**config.mk**
```make
export PLATFORM = sky130hd
export DESIGN_NAME = segment_polygon_intersection
export DESIGN_NICKNAME = d
export VERILOG_FILES = /design/src/spi_pkg.sv /design/src/spi_front.sv /design/src/spi_fifo.sv /design/src/spi_back.sv /design/src/segment_polygon_intersection.sv
export VERILOG_INCLUDE_DIRS = /design/src /design/src/src
export SDC_FILE = /design/constraint.sdc
export NUM_CORES = 2
export LEC_CHECK = 0
export ABC_AREA = 1
export BUFFER_PORTS_ARGS = -buffer_cell sky130_fd_sc_hd__buf_2
export CORE_MARGIN = 4
export CORE_UTILIZATION = 51
export DETAILED_ROUTE_END_ITERATION = 7
export PLACE_DENSITY = 0.67
export SETUP_SLACK_MARGIN = 0.3
export SLEW_MARGIN = 20
export SYNTH_ARGS = -nofsm -noshare
export SYNTH_HDL_FRONTEND = slang
export SYNTH_HIERARCHICAL = 1
export SYNTH_SLANG_ARGS = --single-unit
```
**constraint.sdc**
```tcl
create_clock -name i_clk -period 16 [get_ports i_clk]
set_clock_uncertainty 0.05 [all_clocks]
set_input_delay 3.2 -clock i_clk [delete_from_list [all_inputs] [get_ports i_clk]]
set_output_delay 3.2 -clock i_clk [all_outputs]
set_load 0.02 [all_outputs]
```
**src/segment_polygon_intersection_macros.svh**
```systemverilog
// Assertion helpers shared by the RTL files. Every module that asserts has
// i_clk and i_rst_n, and checks are off while reset is held.
`ifndef SEGMENT_POLYGON_INTERSECTION_MACROS_SVH
`define SEGMENT_POLYGON_INTERSECTION_MACROS_SVH

// Generic property checked at each rising edge outside reset.
`define SPI_ASSERT(label, prop, msg) \
    label: assert property (@(posedge i_clk) disable iff (!i_rst_n) prop) \
        else $error(msg);

// Condition in this cycle implies a consequence in the next cycle.
`define SPI_ASSERT_NEXT(label, cond, conseq, msg) \
    label: assert property (@(posedge i_clk) disable iff (!i_rst_n) \
        (cond) |=> (conseq)) else $error(msg);

`endif

```
**src/spi_pkg.sv**
```systemverilog
package spi_pkg;

    localparam int COORD_WIDTH = 16;

    // Input stream: six coordinates packed from the lowest bit, padded to bytes.
    localparam int IN_W  = ((6 * COORD_WIDTH + 7) / 8) * 8;
    // Output stream: one flag padded to a byte.
    localparam int OUT_W = 8;

    localparam int QDEPTH = 2;
    localparam int QPTR_W = (QDEPTH > 1) ? $clog2(QDEPTH) : 1;
    localparam int QCNT_W = $clog2(QDEPTH + 1);

    typedef logic signed [COORD_WIDTH-1:0] t_coord;

    // One edge test: edge A-B against query segment S-E.
    typedef struct packed {
        t_coord ax;
        t_coord az;
        t_coord bx;
        t_coord bz;
        t_coord sx;
        t_coord sz;
        t_coord ex;
        t_coord ez;
        logic   emit;
    } t_job;

endpackage

```
**src/spi_front.sv**
```systemverilog
module spi_front
    import spi_pkg::*;
(
    input  logic            i_clk,
    input  logic            i_rst_n,
    input  logic            i_s_tvalid,
    output logic            o_s_tready,
    // Fields from bit 0 up: seg_start_x, seg_start_z, seg_end_x, seg_end_z,
    // vertex_x, vertex_z, zero padding.
    input  logic [IN_W-1:0] i_s_tdata,
    input  logic            i_s_tlast,
    output logic            o_q_valid,
    input  logic            i_q_ready,
    output t_job            o_q_job
);

    localparam int CW = COORD_WIDTH;

    logic   r_open;
    logic   r_pend;
    t_job   r_pend_job;
    t_coord r_first_x, r_first_z;
    t_coord r_prev_x, r_prev_z;
    t_coord r_sx, r_sz, r_ex, r_ez;

    t_coord w_in_sx, w_in_sz, w_in_ex, w_in_ez, w_vx, w_vz;
    logic   w_accept;
    logic   w_has_job;
    t_job   w_job;

    assign w_in_sx = t_coord'(i_s_tdata[0*CW +: CW]);
    assign w_in_sz = t_coord'(i_s_tdata[1*CW +: CW]);
    assign w_in_ex = t_coord'(i_s_tdata[2*CW +: CW]);
    assign w_in_ez = t_coord'(i_s_tdata[3*CW +: CW]);
    assign w_vx    = t_coord'(i_s_tdata[4*CW +: CW]);
    assign w_vz    = t_coord'(i_s_tdata[5*CW +: CW]);

    assign o_s_tready = !r_pend && i_q_ready;
    assign w_accept   = i_s_tvalid && o_s_tready;
    assign w_has_job  = r_open || i_s_tlast;

    always_comb begin
        if (r_open) begin
            // Edge from the previous vertex; a closing edge follows if last.
            w_job = '{ax: r_prev_x, az: r_prev_z, bx: w_vx, bz: w_vz,
                      sx: r_sx, sz: r_sz, ex: r_ex, ez: r_ez, emit: 1'b0};
        end else begin
            // A polygon of one vertex tests that vertex against itself.
            w_job = '{ax: w_vx, az: w_vz, bx: w_vx, bz: w_vz,
                      sx: w_in_sx, sz: w_in_sz, ex: w_in_ex, ez: w_in_ez,
                      emit: 1'b1};
        end
    end

    assign o_q_valid = r_pend || (w_accept && w_has_job);
    assign o_q_job   = r_pend ? r_pend_job : w_job;

    always_ff @(posedge i_clk) begin
        if (!i_rst_n) begin
            r_open <= 1'b0;
            r_pend <= 1'b0;
        end else begin
            if (r_pend && i_q_ready) begin
                r_pend <= 1'b0;
            end
            if (w_accept) begin
                r_open <= !i_s_tlast;
                if (r_open && i_s_tlast) begin
                    r_pend <= 1'b1;
                end
            end
        end
    end

    always_ff @(posedge i_clk) begin
        if (w_accept) begin
            r_prev_x <= w_vx;
            r_prev_z <= w_vz;
            if (!r_open) begin
                r_first_x <= w_vx;
                r_first_z <= w_vz;
                r_sx      <= w_in_sx;
                r_sz      <= w_in_sz;
                r_ex      <= w_in_ex;
                r_ez      <= w_in_ez;
            end
            r_pend_job <= '{ax: w_vx, az: w_vz, bx: r_first_x, bz: r_first_z,
                           sx: r_sx, sz: r_sz, ex: r_ex, ez: r_ez, emit: 1'b1};
        end
    end

`include "segment_polygon_intersection_macros.svh"

    `SPI_ASSERT(a_pend_blocks_input, r_pend |-> !o_s_tready, "input taken with closing edge pending")
    `SPI_ASSERT(a_pend_is_closing, r_pend |-> r_pend_job.emit, "pending edge does not close polygon")
    `SPI_ASSERT_NEXT(a_last_opens_pend, w_accept && i_s_tlast && r_open, r_pend, "closing edge lost")

endmodule

```
**src/spi_fifo.sv**
```systemverilog
module spi_fifo
    import spi_pkg::*;
(
    input  logic i_clk,
    input  logic i_rst_n,
    input  logic i_push,
    input  t_job i_job,
    output logic o_ready,
    output logic o_valid,
    input  logic i_pop,
    output t_job o_job
);

    t_job              r_mem [QDEPTH];
    logic [QPTR_W-1:0] r_wr_ptr, r_rd_ptr;
    logic [QCNT_W-1:0] r_count;
    logic              w_do_push, w_do_pop;

    assign o_ready   = (r_count != QCNT_W'(QDEPTH));
    assign o_valid   = (r_count != '0);
    assign o_job     = r_mem[r_rd_ptr];
    assign w_do_push = i_push && o_ready;
    assign w_do_pop  = i_pop && o_valid;

    function automatic logic [QPTR_W-1:0] f_next(input logic [QPTR_W-1:0] p);
        f_next = (p == QPTR_W'(QDEPTH - 1)) ? '0 : p + 1'b1;
    endfunction

    always_ff @(posedge i_clk) begin
        if (!i_rst_n) begin
            r_wr_ptr <= '0;
            r_rd_ptr <= '0;
            r_count  <= '0;
        end else begin
            if (w_do_push) begin
                r_wr_ptr <= f_next(r_wr_ptr);
            end
            if (w_do_pop) begin
                r_rd_ptr <= f_next(r_rd_ptr);
            end
            if (w_do_push && !w_do_pop) begin
                r_count <= r_count + 1'b1;
            end else if (w_do_pop && !w_do_push) begin
                r_count <= r_count - 1'b1;
            end
        end
    end

    always_ff @(posedge i_clk) begin
        if (w_do_push) begin
            r_mem[r_wr_ptr] <= i_job;
        end
    end

endmodule

```
**src/spi_back.sv**
```systemverilog
module spi_back
    import spi_pkg::*;
(
    input  logic             i_clk,
    input  logic             i_rst_n,
    input  logic             i_q_valid,
    output logic             o_q_pop,
    input  t_job             i_q_job,
    output logic             o_m_tvalid,
    input  logic             i_m_tready,
    // Fields from bit 0 up: intersects, zero padding.
    output logic [OUT_W-1:0] o_m_tdata
);

    localparam int CW      = COORD_WIDTH;
    localparam int DIFF_W  = CW + 1;
    localparam int PROD_W  = 2 * DIFF_W;
    localparam int CROSS_W = PROD_W + 1;

    localparam logic [1:0] ST_IDLE = 2'd0;
    localparam logic [1:0] ST_RUN  = 2'd1;
    localparam logic [1:0] ST_DONE = 2'd2;

    localparam logic [2:0] STEP_LAST = 3'd4;

    logic [1:0]                r_state;
    logic [2:0]                r_step;
    t_job                      r_job;
    logic signed [PROD_W-1:0]  r_pa, r_pb;
    logic [3:0]                r_neg, r_zero;
    logic                      r_acc;
    logic                      r_m_valid;
    logic                      r_m_hit;

    t_coord                    w_px, w_pz, w_qx, w_qz, w_rx, w_rz;
    logic signed [DIFF_W-1:0]  w_dqx, w_dqz, w_drx, w_drz;
    logic signed [CROSS_W-1:0] w_cross;
    logic [1:0]                w_sidx;
    logic                      w_proper, w_touch, w_edge_hit;
    logic                      w_out_free, w_fire;

    function automatic logic f_between(input t_coord p, input t_coord q, input t_coord r);
        f_between = (r >= p || r >= q) && (r <= p || r <= q);
    endfunction

    // Orientations in order: edge vs segment start, edge vs segment end,
    // segment vs edge start, segment vs edge end.
    always_comb begin
        case (r_step[1:0])
            2'd0: begin
                w_px = r_job.ax; w_pz = r_job.az; w_qx = r_job.bx; w_qz = r_job.bz;
                w_rx = r_job.sx; w_rz = r_job.sz;
            end
            2'd1: begin
                w_px = r_job.ax; w_pz = r_job.az; w_qx = r_job.bx; w_qz = r_job.bz;
                w_rx = r_job.ex; w_rz = r_job.ez;
            end
            2'd2: begin
                w_px = r_job.sx; w_pz = r_job.sz; w_qx = r_job.ex; w_qz = r_job.ez;
                w_rx = r_job.ax; w_rz = r_job.az;
            end
            default: begin
                w_px = r_job.sx; w_pz = r_job.sz; w_qx = r_job.ex; w_qz = r_job.ez;
                w_rx = r_job.bx; w_rz = r_job.bz;
            end
        endcase
    end

    assign w_dqx = DIFF_W'(w_qx) - DIFF_W'(w_px);
    assign w_dqz = DIFF_W'(w_qz) - DIFF_W'(w_pz);
    assign w_drx = DIFF_W'(w_rx) - DIFF_W'(w_px);
    assign w_drz = DIFF_W'(w_rz) - DIFF_W'(w_pz);

    assign w_cross = CROSS_W'(r_pa) - CROSS_W'(r_pb);
    // The products in r_pa and r_pb belong to the orientation one step back.
    assign w_sidx  = r_step[1:0] - 2'd1;

    assign w_proper = !r_zero[0] && !r_zero[1] && (r_neg[0] != r_neg[1]) &&
                      !r_zero[2] && !r_zero[3] && (r_neg[2] != r_neg[3]);

    assign w_touch =
        (r_zero[0] && f_between(r_job.ax, r_job.bx, r_job.sx) &&
                      f_between(r_job.az, r_job.bz, r_job.sz)) ||
        (r_zero[1] && f_between(r_job.ax, r_job.bx, r_job.ex) &&
                      f_between(r_job.az, r_job.bz, r_job.ez)) ||
        (r_zero[2] && f_between(r_job.sx, r_job.ex, r_job.ax) &&
                      f_between(r_job.sz, r_job.ez, r_job.az)) ||
        (r_zero[3] && f_between(r_job.sx, r_job.ex, r_job.bx) &&
                      f_between(r_job.sz, r_job.ez, r_job.bz));

    assign w_edge_hit = w_proper || w_touch;
    assign w_out_free = !r_m_valid || i_m_tready;
    assign w_fire     = (r_state == ST_DONE) && (!r_job.emit || w_out_free);
    assign o_q_pop    = (r_state == ST_IDLE) && i_q_valid;

    assign o_m_tvalid = r_m_valid;
    assign o_m_tdata  = {{(OUT_W-1){1'b0}}, r_m_hit};

    always_ff @(posedge i_clk) begin
        if (!i_rst_n) begin
            r_state   <= ST_IDLE;
            r_step    <= '0;
            r_acc     <= 1'b0;
            r_m_valid <= 1'b0;
        end else begin
            // A new result taking the register keeps it valid.
            if (r_m_valid && i_m_tready && !(w_fire && r_job.emit)) begin
                r_m_valid <= 1'b0;
            end
            case (r_state)
                ST_IDLE: begin
                    if (i_q_valid) begin
                        r_state <= ST_RUN;
                        r_step  <= '0;
                    end
                end
                ST_RUN: begin
                    r_step <= r_step + 1'b1;
                    if (r_step == STEP_LAST) begin
                        r_state <= ST_DONE;
                    end
                end
                ST_DONE: begin
                    if (w_fire) begin
                        r_state <= ST_IDLE;
                        if (r_job.emit) begin
                            r_m_valid <= 1'b1;
                            r_acc     <= 1'b0;
                        end else begin
                            r_acc <= r_acc || w_edge_hit;
                        end
                    end
                end
                default: begin
                    r_state <= ST_IDLE;
                end
            endcase
        end
    end

    always_ff @(posedge i_clk) begin
        if (o_q_pop) begin
            r_job <= i_q_job;
        end
        if (r_state == ST_RUN) begin
            r_pa <= PROD_W'(w_dqx) * PROD_W'(w_drz);
            r_pb <= PROD_W'(w_dqz) * PROD_W'(w_drx);
            if (r_step != '0) begin
                r_neg[w_sidx]  <= w_cross[CROSS_W-1];
                r_zero[w_sidx] <= (w_cross == '0);
            end
        end
        if (w_fire && r_job.emit) begin
            r_m_hit <= r_acc || w_edge_hit;
        end
    end

`include "segment_polygon_intersection_macros.svh"

    `SPI_ASSERT_NEXT(a_emit_clears_acc, w_fire && r_job.emit, !r_acc,
        "hit not cleared after result")
    `SPI_ASSERT(a_stall_holds_done,
        (r_state == ST_DONE) && r_job.emit && !w_out_free |-> !w_fire,
        "result dropped while output busy")
    `SPI_ASSERT(a_pop_only_idle, o_q_pop |-> (r_state == ST_IDLE), "edge taken while busy")

endmodule

```
**src/segment_polygon_intersection.sv**
```systemverilog
// Segment against polygon edge test. Each input request carries one polygon
// vertex and, on the first vertex of a polygon, the query segment; tlast marks
// the final vertex, where one result request with the intersects flag in bit 0
// of tdata is returned. The front end takes one vertex per cycle while the
// queue has room and no closing edge is pending, and turns it into edge jobs
// for a two-entry queue; the final vertex of a polygon with more than one
// vertex yields its own edge and the closing edge, and holds the input
// until the closing edge is queued. The back end evaluates the four exact
// orientations of an edge through one pair of signed multipliers, one
// orientation per cycle, so each edge occupies it through load, four product
// steps, last sign and decision. The first vertex of a polygon with more than
// one vertex costs the back end nothing, every later vertex one edge and a
// final vertex of such a polygon two, set by the shared multiplier pair. A
// result waits in an output register while new vertices flow into the queue.
module segment_polygon_intersection
    import spi_pkg::*;
(
    input  logic             i_clk,
    input  logic             i_rst_n,
    input  logic             i_s_axis_tvalid,
    output logic             o_s_axis_tready,
    // Fields from bit 0 up: seg_start_x, seg_start_z, seg_end_x, seg_end_z,
    // vertex_x, vertex_z, zero padding.
    input  logic [IN_W-1:0]  i_s_axis_tdata,
    // last_vertex
    input  logic             i_s_axis_tlast,
    output logic             o_m_axis_tvalid,
    input  logic             i_m_axis_tready,
    // Fields from bit 0 up: intersects, zero padding.
    output logic [OUT_W-1:0] o_m_axis_tdata
);

    logic w_fq_valid, w_fq_ready;
    t_job w_fq_job;
    logic w_qb_valid, w_qb_pop;
    t_job w_qb_job;

    spi_front u_front (
        .i_clk      (i_clk),
        .i_rst_n    (i_rst_n),
        .i_s_tvalid (i_s_axis_tvalid),
        .o_s_tready (o_s_axis_tready),
        .i_s_tdata  (i_s_axis_tdata),
        .i_s_tlast  (i_s_axis_tlast),
        .o_q_valid  (w_fq_valid),
        .i_q_ready  (w_fq_ready),
        .o_q_job    (w_fq_job)
    );

    spi_fifo u_fifo (
        .i_clk   (i_clk),
        .i_rst_n (i_rst_n),
        .i_push  (w_fq_valid),
        .i_job   (w_fq_job),
        .o_ready (w_fq_ready),
        .o_valid (w_qb_valid),
        .i_pop   (w_qb_pop),
        .o_job   (w_qb_job)
    );

    spi_back u_back (
        .i_clk      (i_clk),
        .i_rst_n    (i_rst_n),
        .i_q_valid  (w_qb_valid),
        .o_q_pop    (w_qb_pop),
        .i_q_job    (w_qb_job),
        .o_m_tvalid (o_m_axis_tvalid),
        .i_m_tready (i_m_axis_tready),
        .o_m_tdata  (o_m_axis_tdata)
    );

endmodule

```
==> impl_metrics.json <==
{
  "status": "finished, final reports clean",
  "nets": 6740,
  "final_cell_area_mm2": 0.0605,
  "reg2reg_depth": 39,
  "ys.flop_type": "edfxtp_1",
  "initial_core_util": 0.515,
  "n_fill_cell": 9500,
  "fp.dieW_um": 340,
  "synthAdderAreaFrac": 0.303,
  "synth_area_leaders": "edfxtp_1, fa_1, ha_1",
  "routed_via_density": 5.38,
  "worstSetupPathType": "flip-flop to flip-flop",
  "required_ns": 16.31,
  "fin_cells": 7110,
  "antenna_cells": 0,
  "cts_hold_buf": 0,
  "endpoint_kind": "flip-flop",
  "cts_root_buf": "clkbuf_16",
  "crit_slowest_cell": "buf_4",
  "rsz0062_at_grt": "false",
  "async_flop_share": 0,
  "worstMarginPinSlew_ns": 1.15,
  "yosysTopAreaCell": "edfxtp_1",
  "first_pass_iters": 6,
  "synth_cell_types": 64,
  "regToRegEndpoint": "u_back/r_pa[33]",
  "worstPathArrival_ns": 10.66,
  "area_delta_synth_final_pct": 7.86,
  "die_h_um": 340,
  "dp.cells": 6978,
  "drv_cap": 0,
  "muxShareOfSynthArea": 0.0259,
  "first_iter_violations": 2596,
  "cts_resized": 0,
  "setup_viol": 0,
  "grt_first_pass_wirelength_um": 225000,
  "slew_violations": 0,
  "place.gp.congestion": 0.977,
  "ys_seq_elements": 702,
  "overflow": 0,
  "avgRoutedWirePerCell_um": 19.7,
  "cts_max_path_buffers": 3,
  "cts_sinks": 702,
  "synth_edf_count": 688,
  "yosysTopAreaCellShare": 0.368,
  "synth_top_family_by_area": "adder cells",
  "cts.clk_slew.worst_paths_ns": 0.06,
  "cts_tree": "built",
  "antenna_found_initial": 1,
  "netlist_area_mm2": 0.0561,
  "synth-xor-area-share": 0.0212,
  "grt_use_total": 0.248,
  "hpwl_um": 110000,
  "htreeDepth": 3,
  "die-area_mm2": 0.115,
  "tns_ns": 0,
  "hold_path_depth": 0,
  "fin_crit_ns": 10.35,
  "place_area_mm2": 0.0581,
  "fmax_ghz": 0.0966,
  "ios": 111,
  "path_max_fanout": 128,
  "rows": 121,
  "drc_errors": 0,
  "grt_pass1_vias": 39973,
  "hold_start": "u_front/r_first_x[10]",
  "holdPathEnd": "u_front/r_pend_job[91]",
  "vias": 38251,
  "core_mm2": 0.109,
  "yosysWarnings": 6,
  "avgSynthCellArea_um2": 10.1,
  "synth_compound_area_frac": 0.0671,
  "relSlewSlack": 0.232,
  "grt_max_degree": 129,
  "numCtsBuffers": 74,
  "io_buffers": 103,
  "crit_path_start_kind": "flip-flop",
  "routed_wl_um": 140000,
  "clk_latency_ns": 0.64,
  "synth_cells": 5538,
  "synthSimpleGateAreaFrac": 0.123,
  "seq_area_frac_synth": 0.373,
  "post-route-period-util": 0.647,
  "ant_nets": 0,
  "holdCritPathClass": "flip-flop to flip-flop",
  "cpPeakStageDelay_ns": 0.75,
  "rr_startpoint": "u_back/r_step[1]",
  "layout-drive-gt1-share": 0.0850,
  "hold_viol_final": 0,
  "cts_setup_buffers": 0,
  "rrSetupSlack_ns": 5.65
}
[flip-flops by register name (all words and copies together) (netlist names), 2 cells and up, named ones only]
name,cells
u_back/r_pa,34
u_fifo/r_count,2
u_back/r_zero,4
u_front/r_ex,16
u_back/r_neg,4
u_back/r_state,2
u_fifo/r_mem,258
u_front/r_pend_job,96
u_front/r_ez,16
u_front/r_first_z,16
u_front/r_first_x,16
u_back/r_pb,34
u_front/r_sz,16
u_front/r_prev_z,16
u_front/r_sx,16
u_front/r_prev_x,16
u_back/r_job,129
u_back/r_step,3
[synth_stat cells, drive strengths merged, types with 2 or more instances]
cell	n
a21boi	5
edfxtp	688
nor2	468
a211oi	5
fa	599
nor4	7
inv	1073
nand3b	3
or2	18
a21o	17
o221ai	3
and2	2
a221oi	32
nand2	987
nand4	27
dfxtp	14
nor3	25
clkinv	10
o21ai	246
o21a	10
a21oi	279
o21bai	11
xnor2	48
ha	400
xor2	80
a22oi	4
o22ai	4
nand3	172
o211ai	9
o31ai	3
mux2	129
buf	76
a31oi	16
clkbuf	59
o2111ai	4
[cell usage in the layout (no fill, tap or decap), types with 11 or more instances in the layout]
| master | instances |
|---|---|
| inv_1 | 1061 |
| nand2_1 | 975 |
| edfxtp_1 | 688 |
| fa_1 | 599 |
| nor2_1 | 458 |
| ha_1 | 400 |
| a21oi_1 | 272 |
| o21ai_0 | 215 |
| nand3_1 | 172 |
| mux2_2 | 129 |
| buf_2 | 103 |
| clkbuf_16 | 77 |
| xor2_1 | 70 |
| buf_4 | 52 |
| xnor2_1 | 46 |
| a221oi_1 | 32 |
| nand4_1 | 27 |
| clkinv_1 | 25 |
| nor3_1 | 25 |
| o21ai_1 | 19 |
| a21o_1 | 17 |
| or2_2 | 17 |
| clkbuf_1 | 14 |
| a31oi_1 | 13 |
| dfxtp_1 | 12 |
| clkinv_2 | 11 |
| nand2_2 | 11 |
| o21ai_2 | 11 |
[critical path: cells and delay by family, from the launching register on]
| kind | cells | cell delay [ns] |
|---|---|---|
| DFF | 1 | 0.41 |
| buffers and inverters | 7 | 1.72 |
| and+or+nand+nor | 10 | 1.16 |
| AOI/OAI and AO/OA | 11 | 2.02 |
| xor gates and xnor gates | 1 | 0.16 |
| adders and majority gates | 10 | 4.45 |
[how the worst max path moves through the flow]
stage | start | end | slack (ns) | cells after the start
after floorplan | i_s_axis_tvalid | u_fifo/r_mem[0][0] | 6.37 | 4
final | u_back/r_step[1] | u_back/r_pa[33] | 5.65 | 39
after global placement | u_back/r_step[1] | u_back/r_pb[32] | 6.00 | 37
after global routing | u_back/r_step[1] | u_back/r_pa[31] | 5.01 | 39
after detailed placement | u_back/r_step[1] | u_back/r_pa[33] | 5.74 | 39
after CTS | u_back/r_step[1] | u_back/r_pa[33] | 5.73 | 39
[cell families (layout without fill, tap and decap cells)]
logic type | count (synthesis) | after routing
AND/OR/NAND/NOR | 1710 | 1710
adder cells (fa/ha/maj) | 999 | 999
multiplexers | 129 | 129
flip-flops | 702 | 702
other | 1 | 7
AO/OA/AOI/OAI | 651 | 651
buffers and inverters | 1218 | 1370
XOR/XNOR | 128 | 128
[metrics by stage]
| step | util | setup WS [ns] | hold slack [ns] |
|---|---|---|---|
| after global routing | 0.555 | 5.01 | 0.371 |
| after global placement | 0.533 | 6.00 | 0.350 |
| after detailed placement | 0.533 | 5.74 | 0.355 |
| after CTS | 0.555 | 5.73 | 0.366 |
| after floorplan | - | 6.37 | 0.350 |
| final | 0.555 | 5.65 | 0.360 |
[cell type report]
| type | count | area, um2 | area share |
|---|---|---|---|
| clock buffer | 91 | 1980 | 0.0327 |
| multi-input combinational | 3624 | 30400 | 0.503 |
| clock inverter | 41 | 440 | 0.00728 |
| tap | 1414 | 1770 | 0.0292 |
| inverter | 1083 | 4070 | 0.0672 |
| timing repair buffer | 155 | 906 | 0.0150 |
| sequential | 702 | 20900 | 0.346 |
[layer usage]
metal,GRT usage,up-vias,share of wire
met4,0.0780,0,0.035
met2,0.418,1190,0.48
li1,-,18015,-
met3,0.0383,251,0.062
met5,0,-,0
met1,0.332,18795,0.42
Power is left out: the tool's default activity adds up to more than one toggle a clock period on the data nets, which glitch-free logic cannot reach.
